### config.mk
export PLATFORM = sky130hd
export DESIGN_NAME = clamp_median_ema_filter
export DESIGN_NICKNAME = d
export VERILOG_FILES = /design/src/rtl/cmef_pkg.sv /design/src/rtl/cmef_ctrl.sv /design/src/rtl/cmef_dpath.sv /design/src/rtl/clamp_median_ema_filter.sv
export SDC_FILE = /design/constraint.sdc
export NUM_CORES = 2
export LEC_CHECK = 0
export ABC_AREA = 1
export ABC_CLOCK_PERIOD_IN_PS = 16900
export BUFFER_PORTS_ARGS = -buffer_cell sky130_fd_sc_hd__buf_2
export CELL_PAD_IN_SITES_DETAIL_PLACEMENT = 0
export CELL_PAD_IN_SITES_GLOBAL_PLACEMENT = 1
export CORE_MARGIN = 5
export CORE_UTILIZATION = 45
export CTS_CLUSTER_SIZE = 12
export DETAILED_ROUTE_END_ITERATION = 16
export GPL_TIMING_DRIVEN = 0
export MAX_ROUTING_LAYER = met4
export PLACE_DENSITY_LB_ADDON = 0.1
export SYNTH_ARGS = -nofsm -noshare
export SYNTH_HDL_FRONTEND = slang
export SYNTH_SLANG_ARGS = --single-unit
### constraint.sdc
create_clock -name clock -period 16.9 [get_ports clock]
set_clock_uncertainty 0.15 [all_clocks]
set_input_delay 0.845 -clock clock [delete_from_list [all_inputs] [get_ports clock]]
set_output_delay 0.845 -clock clock [all_outputs]
set_load 0.1 [all_outputs]
### src/rtl/cmef_pkg.sv
// Shared widths, register codes, controller states and command type of the filter
package cmef_pkg;

   localparam int SAMPLE_W   = 16;
   localparam int ACC_W      = 32;
   localparam int FRAC_W     = 16;
   localparam int WEIGHT_W   = 17;
   localparam int CSR_IDX_W  = 2;
   localparam int CSR_DATA_W = 17;

   // product and sum widths of the average update
   localparam int NEW_PROD_W = WEIGHT_W + 1 + SAMPLE_W;
   localparam int OLD_PROD_W = WEIGHT_W + 1 + ACC_W;
   localparam int SUM_W      = NEW_PROD_W + 1;

   typedef logic [CSR_IDX_W-1:0] csr_idx_type;

   localparam csr_idx_type CSR_SAT_MIN    = 2'd0;
   localparam csr_idx_type CSR_SAT_MAX    = 2'd1;
   localparam csr_idx_type CSR_EMA_WEIGHT = 2'd2;

   localparam logic [WEIGHT_W-1:0]        WEIGHT_ONE  = 17'h10000;
   localparam logic [WEIGHT_W-1:0]        WEIGHT_RST  = 17'h08000;
   localparam logic signed [SAMPLE_W-1:0] SAT_MIN_RST = 16'sh8000;
   localparam logic signed [SAMPLE_W-1:0] SAT_MAX_RST = 16'sh7fff;

   typedef enum logic [1:0] {
      ST_IDLE,
      ST_RANK,
      ST_MULT,
      ST_EMIT
   } ctl_state_type;

   typedef struct packed {
      logic load;
      logic rank;
      logic mult;
      logic emit;
   } cmd_type;

endpackage

### src/rtl/cmef_ctrl.sv
// Controller state machine: request handshake, step sequencing and response valid
module cmef_ctrl (
   input  logic              clock,
   input  logic              reset,
   input  logic              req_valid,
   output logic              req_stall,
   output logic              rsp_valid,
   input  logic              rsp_stall,
   output cmef_pkg::cmd_type cmd
);
   import cmef_pkg::*;

   ctl_state_type state_ff;
   ctl_state_type state_in;
   logic          rsp_valid_ff;
   logic          rsp_valid_in;
   logic          out_free;

   // output register can take a new result
   assign out_free = !(rsp_valid_ff && rsp_stall);

   // next state
   always_comb begin
      state_in = state_ff;
      case (state_ff)
         ST_IDLE: begin
            if (req_valid) begin
               state_in = ST_RANK;
            end
         end
         ST_RANK: begin
            state_in = ST_MULT;
         end
         ST_MULT: begin
            state_in = ST_EMIT;
         end
         ST_EMIT: begin
            if (out_free) begin
               state_in = ST_IDLE;
            end
         end
         default: begin
            state_in = ST_IDLE;
         end
      endcase
   end

   // commands and handshake outputs
   always_comb begin
      cmd       = '0;
      req_stall = 1'b1;
      case (state_ff)
         ST_IDLE: begin
            req_stall = 1'b0;
            cmd.load  = req_valid;
         end
         ST_RANK: begin
            cmd.rank = 1'b1;
         end
         ST_MULT: begin
            cmd.mult = 1'b1;
         end
         ST_EMIT: begin
            cmd.emit = out_free;
         end
         default: begin
            cmd = '0;
         end
      endcase
   end

   // set on a new result, drop once the response is taken
   always_comb begin
      rsp_valid_in = rsp_valid_ff;
      if (cmd.emit) begin
         rsp_valid_in = 1'b1;
      end else if (!rsp_stall) begin
         rsp_valid_in = 1'b0;
      end
   end

   assign rsp_valid = rsp_valid_ff;

   always_ff @(posedge clock) begin
      if (reset) begin
         state_ff     <= ST_IDLE;
         rsp_valid_ff <= 1'b0;
      end else begin
         state_ff     <= state_in;
         rsp_valid_ff <= rsp_valid_in;
      end
   end

endmodule

### src/rtl/cmef_dpath.sv
// Datapath: settings, clamp, sample window, median rank and moving average
module cmef_dpath #(
   parameter int WINDOW_SIZE = 5
) (
   input  logic                                  clock,
   input  logic                                  reset,
   input  cmef_pkg::cmd_type                     cmd,
   input  logic signed [cmef_pkg::SAMPLE_W-1:0]  req_sample,
   input  logic                                  csr_write,
   input  cmef_pkg::csr_idx_type                 csr_index,
   input  logic [cmef_pkg::CSR_DATA_W-1:0]       csr_data,
   output logic signed [cmef_pkg::SAMPLE_W-1:0]  rsp_filtered
);
   import cmef_pkg::*;

   localparam int PosW = (WINDOW_SIZE > 1) ? $clog2(WINDOW_SIZE) : 1;
   localparam int CntW = $clog2(WINDOW_SIZE + 1);
   localparam logic [PosW-1:0] LastPos = PosW'(WINDOW_SIZE - 1);
   localparam logic [CntW-1:0] FullCnt = CntW'(WINDOW_SIZE);

   // settings
   logic signed [SAMPLE_W-1:0] sat_min_ff, sat_min_in;
   logic signed [SAMPLE_W-1:0] sat_max_ff, sat_max_in;
   logic [WEIGHT_W-1:0]        weight_ff, weight_in;
   logic [WEIGHT_W-1:0]        weight_sat;

   // window
   logic signed [SAMPLE_W-1:0] window_ff [WINDOW_SIZE];
   logic signed [SAMPLE_W-1:0] clamped;
   logic [PosW-1:0]            pos_ff, pos_in;
   logic [CntW-1:0]            fill_ff, fill_in;

   // rank
   logic [WINDOW_SIZE-1:0]     below [WINDOW_SIZE];
   logic [CntW-1:0]            rank [WINDOW_SIZE];
   logic [CntW-1:0]            half;
   logic signed [SAMPLE_W-1:0] med_ff, med_in;

   // average
   logic [WEIGHT_W-1:0]          keep;
   logic signed [NEW_PROD_W-1:0] prod_new_ff, prod_new_in;
   logic signed [OLD_PROD_W-1:0] prod_old_ff, prod_old_in;
   logic signed [SUM_W-1:0]      sum;
   logic signed [ACC_W-1:0]      acc_ff, acc_in;
   logic                         primed_ff, primed_in;
   logic signed [SAMPLE_W-1:0]   filtered_ff, filtered_in;

   // decode setting writes, saturate the weight at one
   always_comb begin
      sat_min_in = sat_min_ff;
      sat_max_in = sat_max_ff;
      weight_in  = weight_ff;
      weight_sat = (csr_data > WEIGHT_ONE) ? WEIGHT_ONE : csr_data;
      if (csr_write) begin
         case (csr_index)
            CSR_SAT_MIN:    sat_min_in = csr_data[SAMPLE_W-1:0];
            CSR_SAT_MAX:    sat_max_in = csr_data[SAMPLE_W-1:0];
            CSR_EMA_WEIGHT: weight_in  = weight_sat;
            default:        weight_in  = weight_ff;
         endcase
      end
   end

   // clamp, lower bound first
   always_comb begin
      if (req_sample < sat_min_ff) begin
         clamped = sat_min_ff;
      end else if (req_sample > sat_max_ff) begin
         clamped = sat_max_ff;
      end else begin
         clamped = req_sample;
      end
   end

   // advance write position and fill count
   always_comb begin
      pos_in  = pos_ff;
      fill_in = fill_ff;
      if (cmd.load) begin
         pos_in = (pos_ff == LastPos) ? '0 : pos_ff + 1'b1;
         if (fill_ff != FullCnt) begin
            fill_in = fill_ff + 1'b1;
         end
      end
   end

   // stable rank of each held entry, pick the one at position count/2
   always_comb begin
      half   = fill_ff >> 1;
      med_in = '0;
      for (int i = 0; i < WINDOW_SIZE; i++) begin
         for (int j = 0; j < WINDOW_SIZE; j++) begin
            below[i][j] = (CntW'(j) < fill_ff) &&
                          ((window_ff[j] < window_ff[i]) ||
                           ((window_ff[j] == window_ff[i]) && (j < i)));
         end
         rank[i] = CntW'($countones(below[i]));
         if ((CntW'(i) < fill_ff) && (rank[i] == half)) begin
            med_in = med_in | window_ff[i];
         end
      end
   end

   // weight products of new median and old average
   always_comb begin
      keep        = WEIGHT_ONE - weight_ff;
      prod_new_in = $signed({1'b0, weight_ff}) * med_ff;
      prod_old_in = $signed({1'b0, keep}) * acc_ff;
   end

   // combine products, seed on the first sample
   always_comb begin
      sum = {prod_new_ff[NEW_PROD_W-1], prod_new_ff} +
            {prod_old_ff[OLD_PROD_W-1], prod_old_ff[OLD_PROD_W-1:FRAC_W]};
      acc_in      = acc_ff;
      primed_in   = primed_ff;
      filtered_in = filtered_ff;
      if (cmd.emit) begin
         if (primed_ff) begin
            acc_in = sum[ACC_W-1:0];
         end else begin
            acc_in = {med_ff, {FRAC_W{1'b0}}};
         end
         primed_in   = 1'b1;
         filtered_in = acc_in[ACC_W-1:FRAC_W];
      end
   end

   // control and setting registers
   always_ff @(posedge clock) begin
      if (reset) begin
         sat_min_ff <= SAT_MIN_RST;
         sat_max_ff <= SAT_MAX_RST;
         weight_ff  <= WEIGHT_RST;
         pos_ff     <= '0;
         fill_ff    <= '0;
         acc_ff     <= '0;
         primed_ff  <= 1'b0;
      end else begin
         sat_min_ff <= sat_min_in;
         sat_max_ff <= sat_max_in;
         weight_ff  <= weight_in;
         pos_ff     <= pos_in;
         fill_ff    <= fill_in;
         acc_ff     <= acc_in;
         primed_ff  <= primed_in;
      end
   end

   // payload registers
   always_ff @(posedge clock) begin
      if (cmd.load) begin
         window_ff[pos_ff] <= clamped;
      end
      if (cmd.rank) begin
         med_ff <= med_in;
      end
      if (cmd.mult) begin
         prod_new_ff <= prod_new_in;
         prod_old_ff <= prod_old_in;
      end
      filtered_ff <= filtered_in;
   end

   assign rsp_filtered = filtered_ff;

endmodule

### src/rtl/clamp_median_ema_filter.sv
// Top level of the clamp, sliding median and moving average filter
// A new request is taken only once the last has passed the controller's load, rank,
// multiply and accumulate steps, and later still while rsp_stall holds a finished result.
// Reset (synchronous): window empty, average unseeded, settings to defaults.
module clamp_median_ema_filter #(
   parameter int WINDOW_SIZE = 5
) (
   input  logic                                  clock,
   input  logic                                  reset,
   input  logic                                  req_valid,
   output logic                                  req_stall,
   input  logic signed [cmef_pkg::SAMPLE_W-1:0]  req_sample,
   output logic                                  rsp_valid,
   input  logic                                  rsp_stall,
   output logic signed [cmef_pkg::SAMPLE_W-1:0]  rsp_filtered,
   input  logic                                  csr_valid,
   output logic                                  csr_ready,
   input  cmef_pkg::csr_idx_type                 csr_index,
   input  logic [cmef_pkg::CSR_DATA_W-1:0]       csr_data
);
   import cmef_pkg::*;

   cmd_type cmd;
   logic    csr_write;

   // settings are always writable
   assign csr_ready = 1'b1;
   assign csr_write = csr_valid && csr_ready;

   cmef_ctrl u_ctrl (
      .clock     (clock),
      .reset     (reset),
      .req_valid (req_valid),
      .req_stall (req_stall),
      .rsp_valid (rsp_valid),
      .rsp_stall (rsp_stall),
      .cmd       (cmd)
   );

   cmef_dpath #(
      .WINDOW_SIZE (WINDOW_SIZE)
   ) u_dpath (
      .clock        (clock),
      .reset        (reset),
      .cmd          (cmd),
      .req_sample   (req_sample),
      .csr_write    (csr_write),
      .csr_index    (csr_index),
      .csr_data     (csr_data),
      .rsp_filtered (rsp_filtered)
   );

endmodule

* After elaboration in Yosys (flattened, before gate mapping)
Memories as Yosys holds them, arrays and structs flattened.
Index checks and enable logic that the tools add are counted.
** Word-level totals
- Memories :: 1
- Bits in registers :: 203
- Logic and storage cells :: 173
- Bits in writable memories :: 80
- Bits of input ports :: 40
** Cells by class
- Equality and inequality tests :: 25
- Order comparisons :: 33
- $mul :: 2
- Bitwise gates (word level) :: 4
- Reduce and logical (&&, ||, !) cells :: 49
- Multiplexer cells :: 22
- Add/subtract/negate cells :: 24
** Memories
- u_dpath.window_ff :: words 5, bits a word 16, rd ports 5, clocked after memory_dff 0, wr ports 1, RTL line cmef_dpath.sv:28 : logic signed [SAMPLE_W-1:0] window_ff [WINDOW_SIZE];
** Operators with widths (count)
- 16-bit < comparator :: 26
- 16-bit equality test :: 10
- 16-bit 2-to-1 mux :: 7
- 16-bit bitwise OR :: 4
- 18-bit by 32-bit multiplier with 48-bit output :: 1
- 32-bit adder :: 1
- 18-bit by 16-bit multiplier with 32-bit output :: 1
- 32-bit 2-to-1 mux :: 1
- 1-bit logical AND :: 31
- 1-bit by 1-bit adder with 2-bit output :: 10
- 17-bit > comparator, second input constant :: 1
- 17-bit 2-to-1 mux :: 1
- 17-bit subtractor, first input constant :: 1
- 16-bit > comparator :: 1
- 3-bit by 1-bit adder with 3-bit output :: 5
- 3-bit adder :: 5
- 3-bit by 2-bit equality test with 1-bit output :: 5
- 1-bit logical OR :: 10
- 2-bit AND reduction :: 5
- 1-bit 2-to-1 mux :: 9
- 2-bit one-hot mux with 4 select lines :: 1
- 3-bit by 1-bit adder with 3-bit output, second input constant :: 2
- 2-bit equality test, second input constant :: 3
- 1-bit by 3-bit < comparator with 1-bit output, first input constant :: 2
- other kinds (11) :: 16

* Longest topological paths before layout
An unclocked memory read counts as a cell.
- Depth after elaboration :: 17
- Mapped depth :: 39
- Mapped depth without buffers :: 37

* Hierarchy
A second synthesis with hierarchy kept.
** Second synthesis, totals
- Cells, all modules :: 5879
- Area total of the unflattened synthesis :: 46041.7 um^2
** Modules (own cells, without submodules)
- cmef_dpath :: seq. area each 7046.8 um^2, cells an instance 5845, instances 1, area an instance 45797.7 um^2
- cmef_ctrl :: seq. area each 60.1 um^2, cells an instance 32, instances 1, area an instance 232.7 um^2
- clamp_median_ema_filter :: seq. area each 0.0 um^2, cells an instance 2, instances 1, area an instance 11.3 um^2

* Worst setup path after synthesis
OpenSTA, ideal clock, no wires.
- Kind :: register -> register
- Start :: reg u_dpath.weight_ff[1]
- End :: reg u_dpath.prod_old_ff[33] (data pin)
- Buffers on the path :: 2
- Slack :: 10571 ps
- Clock period less this slack :: 6329 ps
- Arrival :: 5927 ps
- Cell stages (with the launch flop) :: 34
- Path through :: dfxtp_1 buf_6 clkinv_2 ha_1 nand3_1 nor2_2 nand2_1 o21ai_1 nand2_1 inv_2 buf_2 nand2_1 fa_1 inv_1 fa_1 inv_1 fa_1 inv_1 fa_1 fa_1 inv_1 fa_1 inv_1 ha_1 nand2_1 inv_1 a21oi_1 o21ai_0 a21oi_1 nand2_1 nand2_1 nand2_1 nand2_1 nand2_1
** Between the ends
- Longest elaborated chain between the ends :: 2
** RTL lines
- start, declared :: RTL line cmef_dpath.sv:24 : logic [WEIGHT_W-1:0] weight_ff, weight_in;
- start signal, assigned :: RTL line cmef_dpath.sv:142 : weight_ff <= weight_in;
- 17-bit subtractor :: RTL line cmef_dpath.sv:106 : keep = WEIGHT_ONE - weight_ff;
- 18-bit by 32-bit multiplier with 48-bit output :: RTL line cmef_dpath.sv:108 : prod_old_in = $signed({1'b0, keep}) * acc_ff;
- net u_dpath.prod_old_in[33] :: RTL line cmef_dpath.sv:42 : logic signed [OLD_PROD_W-1:0] prod_old_ff, prod_old_in;
- end signal, assigned :: RTL line cmef_dpath.sv:160 : prod_old_ff <= prod_old_in;
- end, declared :: RTL line cmef_dpath.sv:42
The timed path passes the listed nets, and every way through them passes these cells.
A chain may end at the register's enable or synchronous reset.

* Worst setup path after layout
- Start :: reg u_dpath.weight_ff[1]
- End :: reg u_dpath.prod_old_ff[45] (data pin)
Same word-level chain as after synthesis.

==> run metrics <==
top post-synthesis cells by count nand2_1 (1,383), inv_1 (1,341), fa_1 (721); worst path required time 17.06 ns; DR pass1 iterations 5; worst r2r dst u_dpath.prod_old_ff[45]; sequential area share after synthesis 15.5%; share of cells above drive strength 1 3.65%; crit-path most repeated cell fa_1; port bufs 57; worst min path class reg2reg; Most used DFF post-synth edfxtp_1; Top delay family on crit path adder cells; largest net degree at the start of global routing 66; Pwr Total 6980 uW; Clock transition at path regs 0.06 ns; DP Worst Slack 8.68 ns; Die Ht 329 um; setup ws final 8.56 ns; FP Rows 117; Reg2Reg Depth 28; CTS tree yes; drt total wl 156,000 um; Layout area overhead 7.45%; TritonCTS Buffers 36; WP data arrival 8.50 ns; First DRT Iteration DRCs 2,188; antenna violations before repair 1; Max Freq 120 MHz; vias in the first global route 39,532; leakage power total 0.0256 uW; clock latency on the worst-skew pair 0.61 ns; maximum fanout along the worst path 10; Final Util 48.5%; hold depth 2; Wirelength per Cell 21.3 um; synthesized area 45,800 um2; worst-margin pin slew 1.26 ns; synth top area cells fa_1 (31%), ha_1 (13%), edfxtp_1 (12%), nand2_1 (11%), inv_1 (11%); Syn. warnings 0; critical setup path kind reg2reg; Core Area 101,000 um2; Fin Setup TNS 0 ns; RSZ-0062 raised after global routing no; status finished, final reports clean; FF+latch count, synth 267; Hold Path Origin u_dpath.sat_min_ff[4]; post-synth top area cell fa_1; CP max stage cell clkbuf_1; Syn Inst Count 5,809; Worst path max stage delay 0.78 ns; Peak supply drop 0.000107 V; post-synth cell types 57; clk sinks 267; Max Buffers Root-to-Sink 3; count leader, synth nand2_1; flop2flop setup slack 8.56 ns; Yosys top cell area share 31.5%; post-cts resize count 0; Critical Path Start u_dpath.weight_ff[1]; gr ovfl total 0; Final Cycle Share 49.4%; CTS root buffer clkbuf_16; Post-synth ARST share 0%; residual DRC count 0; via count 37,461; EDFF count, synth 176; die width 329 um; Ports 59; post-CTS setup buffer count 0; Post-DP HPWL 132,000 um; Global Route Usage Sum 30.3%; htree depth 2; P per Cell Area 142 nW/um2; global-route wire length before repair 240,000 um; final hold vios 0; Antenna diodes 0; Hold-fix buffers, CTS 0; max-slew violation count 0; Hold EP u_dpath.sat_min_ff[4]; Mean Syn Cell Area 7.89 um2; max cap viols 0; vias per std cell 5.13; Tmin final 8.34 ns; RePlAce Congestion 0.959; crit end category register; critical register-to-register path startpoint u_dpath.weight_ff[1]; startpoint type of the worst setup path register; Initial Util 45.2%; Syn Nets 7,035; worst path bufs/invs 8; die area 108,000 um2; final setup vio count 0; final net count 7,136; Max-slew headroom 16.0%; Routed Antenna Nets 0
[tightest hold or removal path, stage by stage, from the launching register on]
cell	delay (ns)
dfxtp_1	0.31
inv_1	0.06
a21oi_1	0.06
[placed cells by master, fill, tap and decap left out, types with 12 or more instances in the layout]
master     count
o21ai_0      137
nand3_1      209
xnor2_1       27
a21boi_0      16
dfxtp_1       91
nand4_1       32
nor4_1        12
a21o_1        17
nor2_1       449
buf_2         80
clkbuf_1     128
ha_1         464
o211ai_1      42
o21bai_1      21
fa_1         721
nand2_1     1383
xor2_1        44
inv_1       1341
o21a_1        13
clkbuf_16     40
nand2_2       15
nor3_1        38
buf_1         25
a21oi_1      289
edfxtp_1     176
[routing by layer]
layer | global-route usage (%) | share of wire (%) | vias up
li1 | - | - | 17812
met1 | 38.7 | 43 | 18470
met2 | 50.9 | 48 | 900
met3 | 2.59 | 4.3 | 279
met4 | 10.9 | 4.5 | 0
met5 | - | 0 | -
[worst max path at each step]
stage                              end  slack, ns  depth (start not counted)
3_5_place_dp   u_dpath.prod_old_ff[45]       8.68                         29
3_3_place_gp   u_dpath.prod_old_ff[46]       8.61                         28
4_1_cts        u_dpath.prod_old_ff[45]       8.58                         29
6_report       u_dpath.prod_old_ff[45]       8.56                         28
2_1_floorplan  u_dpath.prod_old_ff[33]      10.57                         33
5_1_grt        u_dpath.prod_old_ff[38]       8.22                         30
[where the power goes]
group,total (uW),switching (uW),internal (uW)
Clock,809,336,472
Combinational,5080,3390,1690
Sequential,1090,91.3,998
Total,6980,3820,3160
[area by class of cell]
class / count / area [um2]
plain buffers: 192 / 855
clock buffers: 46 / 1070
clock inverters: 20 / 215
fillers: 10328 / 52200
inverters: 1363 / 5130
multi-input cells: 3987 / 32800
flip-flops and latches: 267 / 7110
well taps: 1368 / 1710
repair buffers: 63 / 393
[metrics by stage]
step                      cells  cell area, um2  hold slack (ns)
after floorplan            5809           45800            0.298
after global placement     7234           47800            0.316
after detailed placement   7240           48000            0.316
after CTS                  7306           49200            0.322
after global routing       7306           49200            0.348
final                      7306           49200            0.324
[logic make-up after synthesis]
| family | Yosys count | synth area share (%) |
|---|---|---|
| xor gates and xnor gates | 71 | 1.36 |
| buffers and inverters | 1555 | 13.1 |
| DFF | 267 | 15.5 |
| and+or+nand+nor | 2175 | 19.2 |
| other | 1 | 0.00818 |
| AOI/OAI and AO/OA | 554 | 6.73 |
| adders and majority gates | 1186 | 44.2 |
[sequential cells by signal, summed over array words and instances, names as in the netlist, 2 cells and up]
| name | count |
|---|---|
| u_dpath.pos_ff | 3 |
| u_ctrl.state_ff | 2 |
| u_dpath.acc_ff | 32 |
| u_dpath.fill_ff | 3 |
| u_dpath.rsp_filtered | 16 |
| u_dpath.sat_max_ff | 16 |
| u_dpath.prod_old_ff | 32 |
| u_dpath.sat_min_ff | 16 |
| u_dpath.weight_ff | 17 |
| u_dpath.window_ff | 80 |
| u_dpath.med_ff | 16 |
| u_dpath.prod_new_ff | 32 |
(Power assumes the default switching activity.)
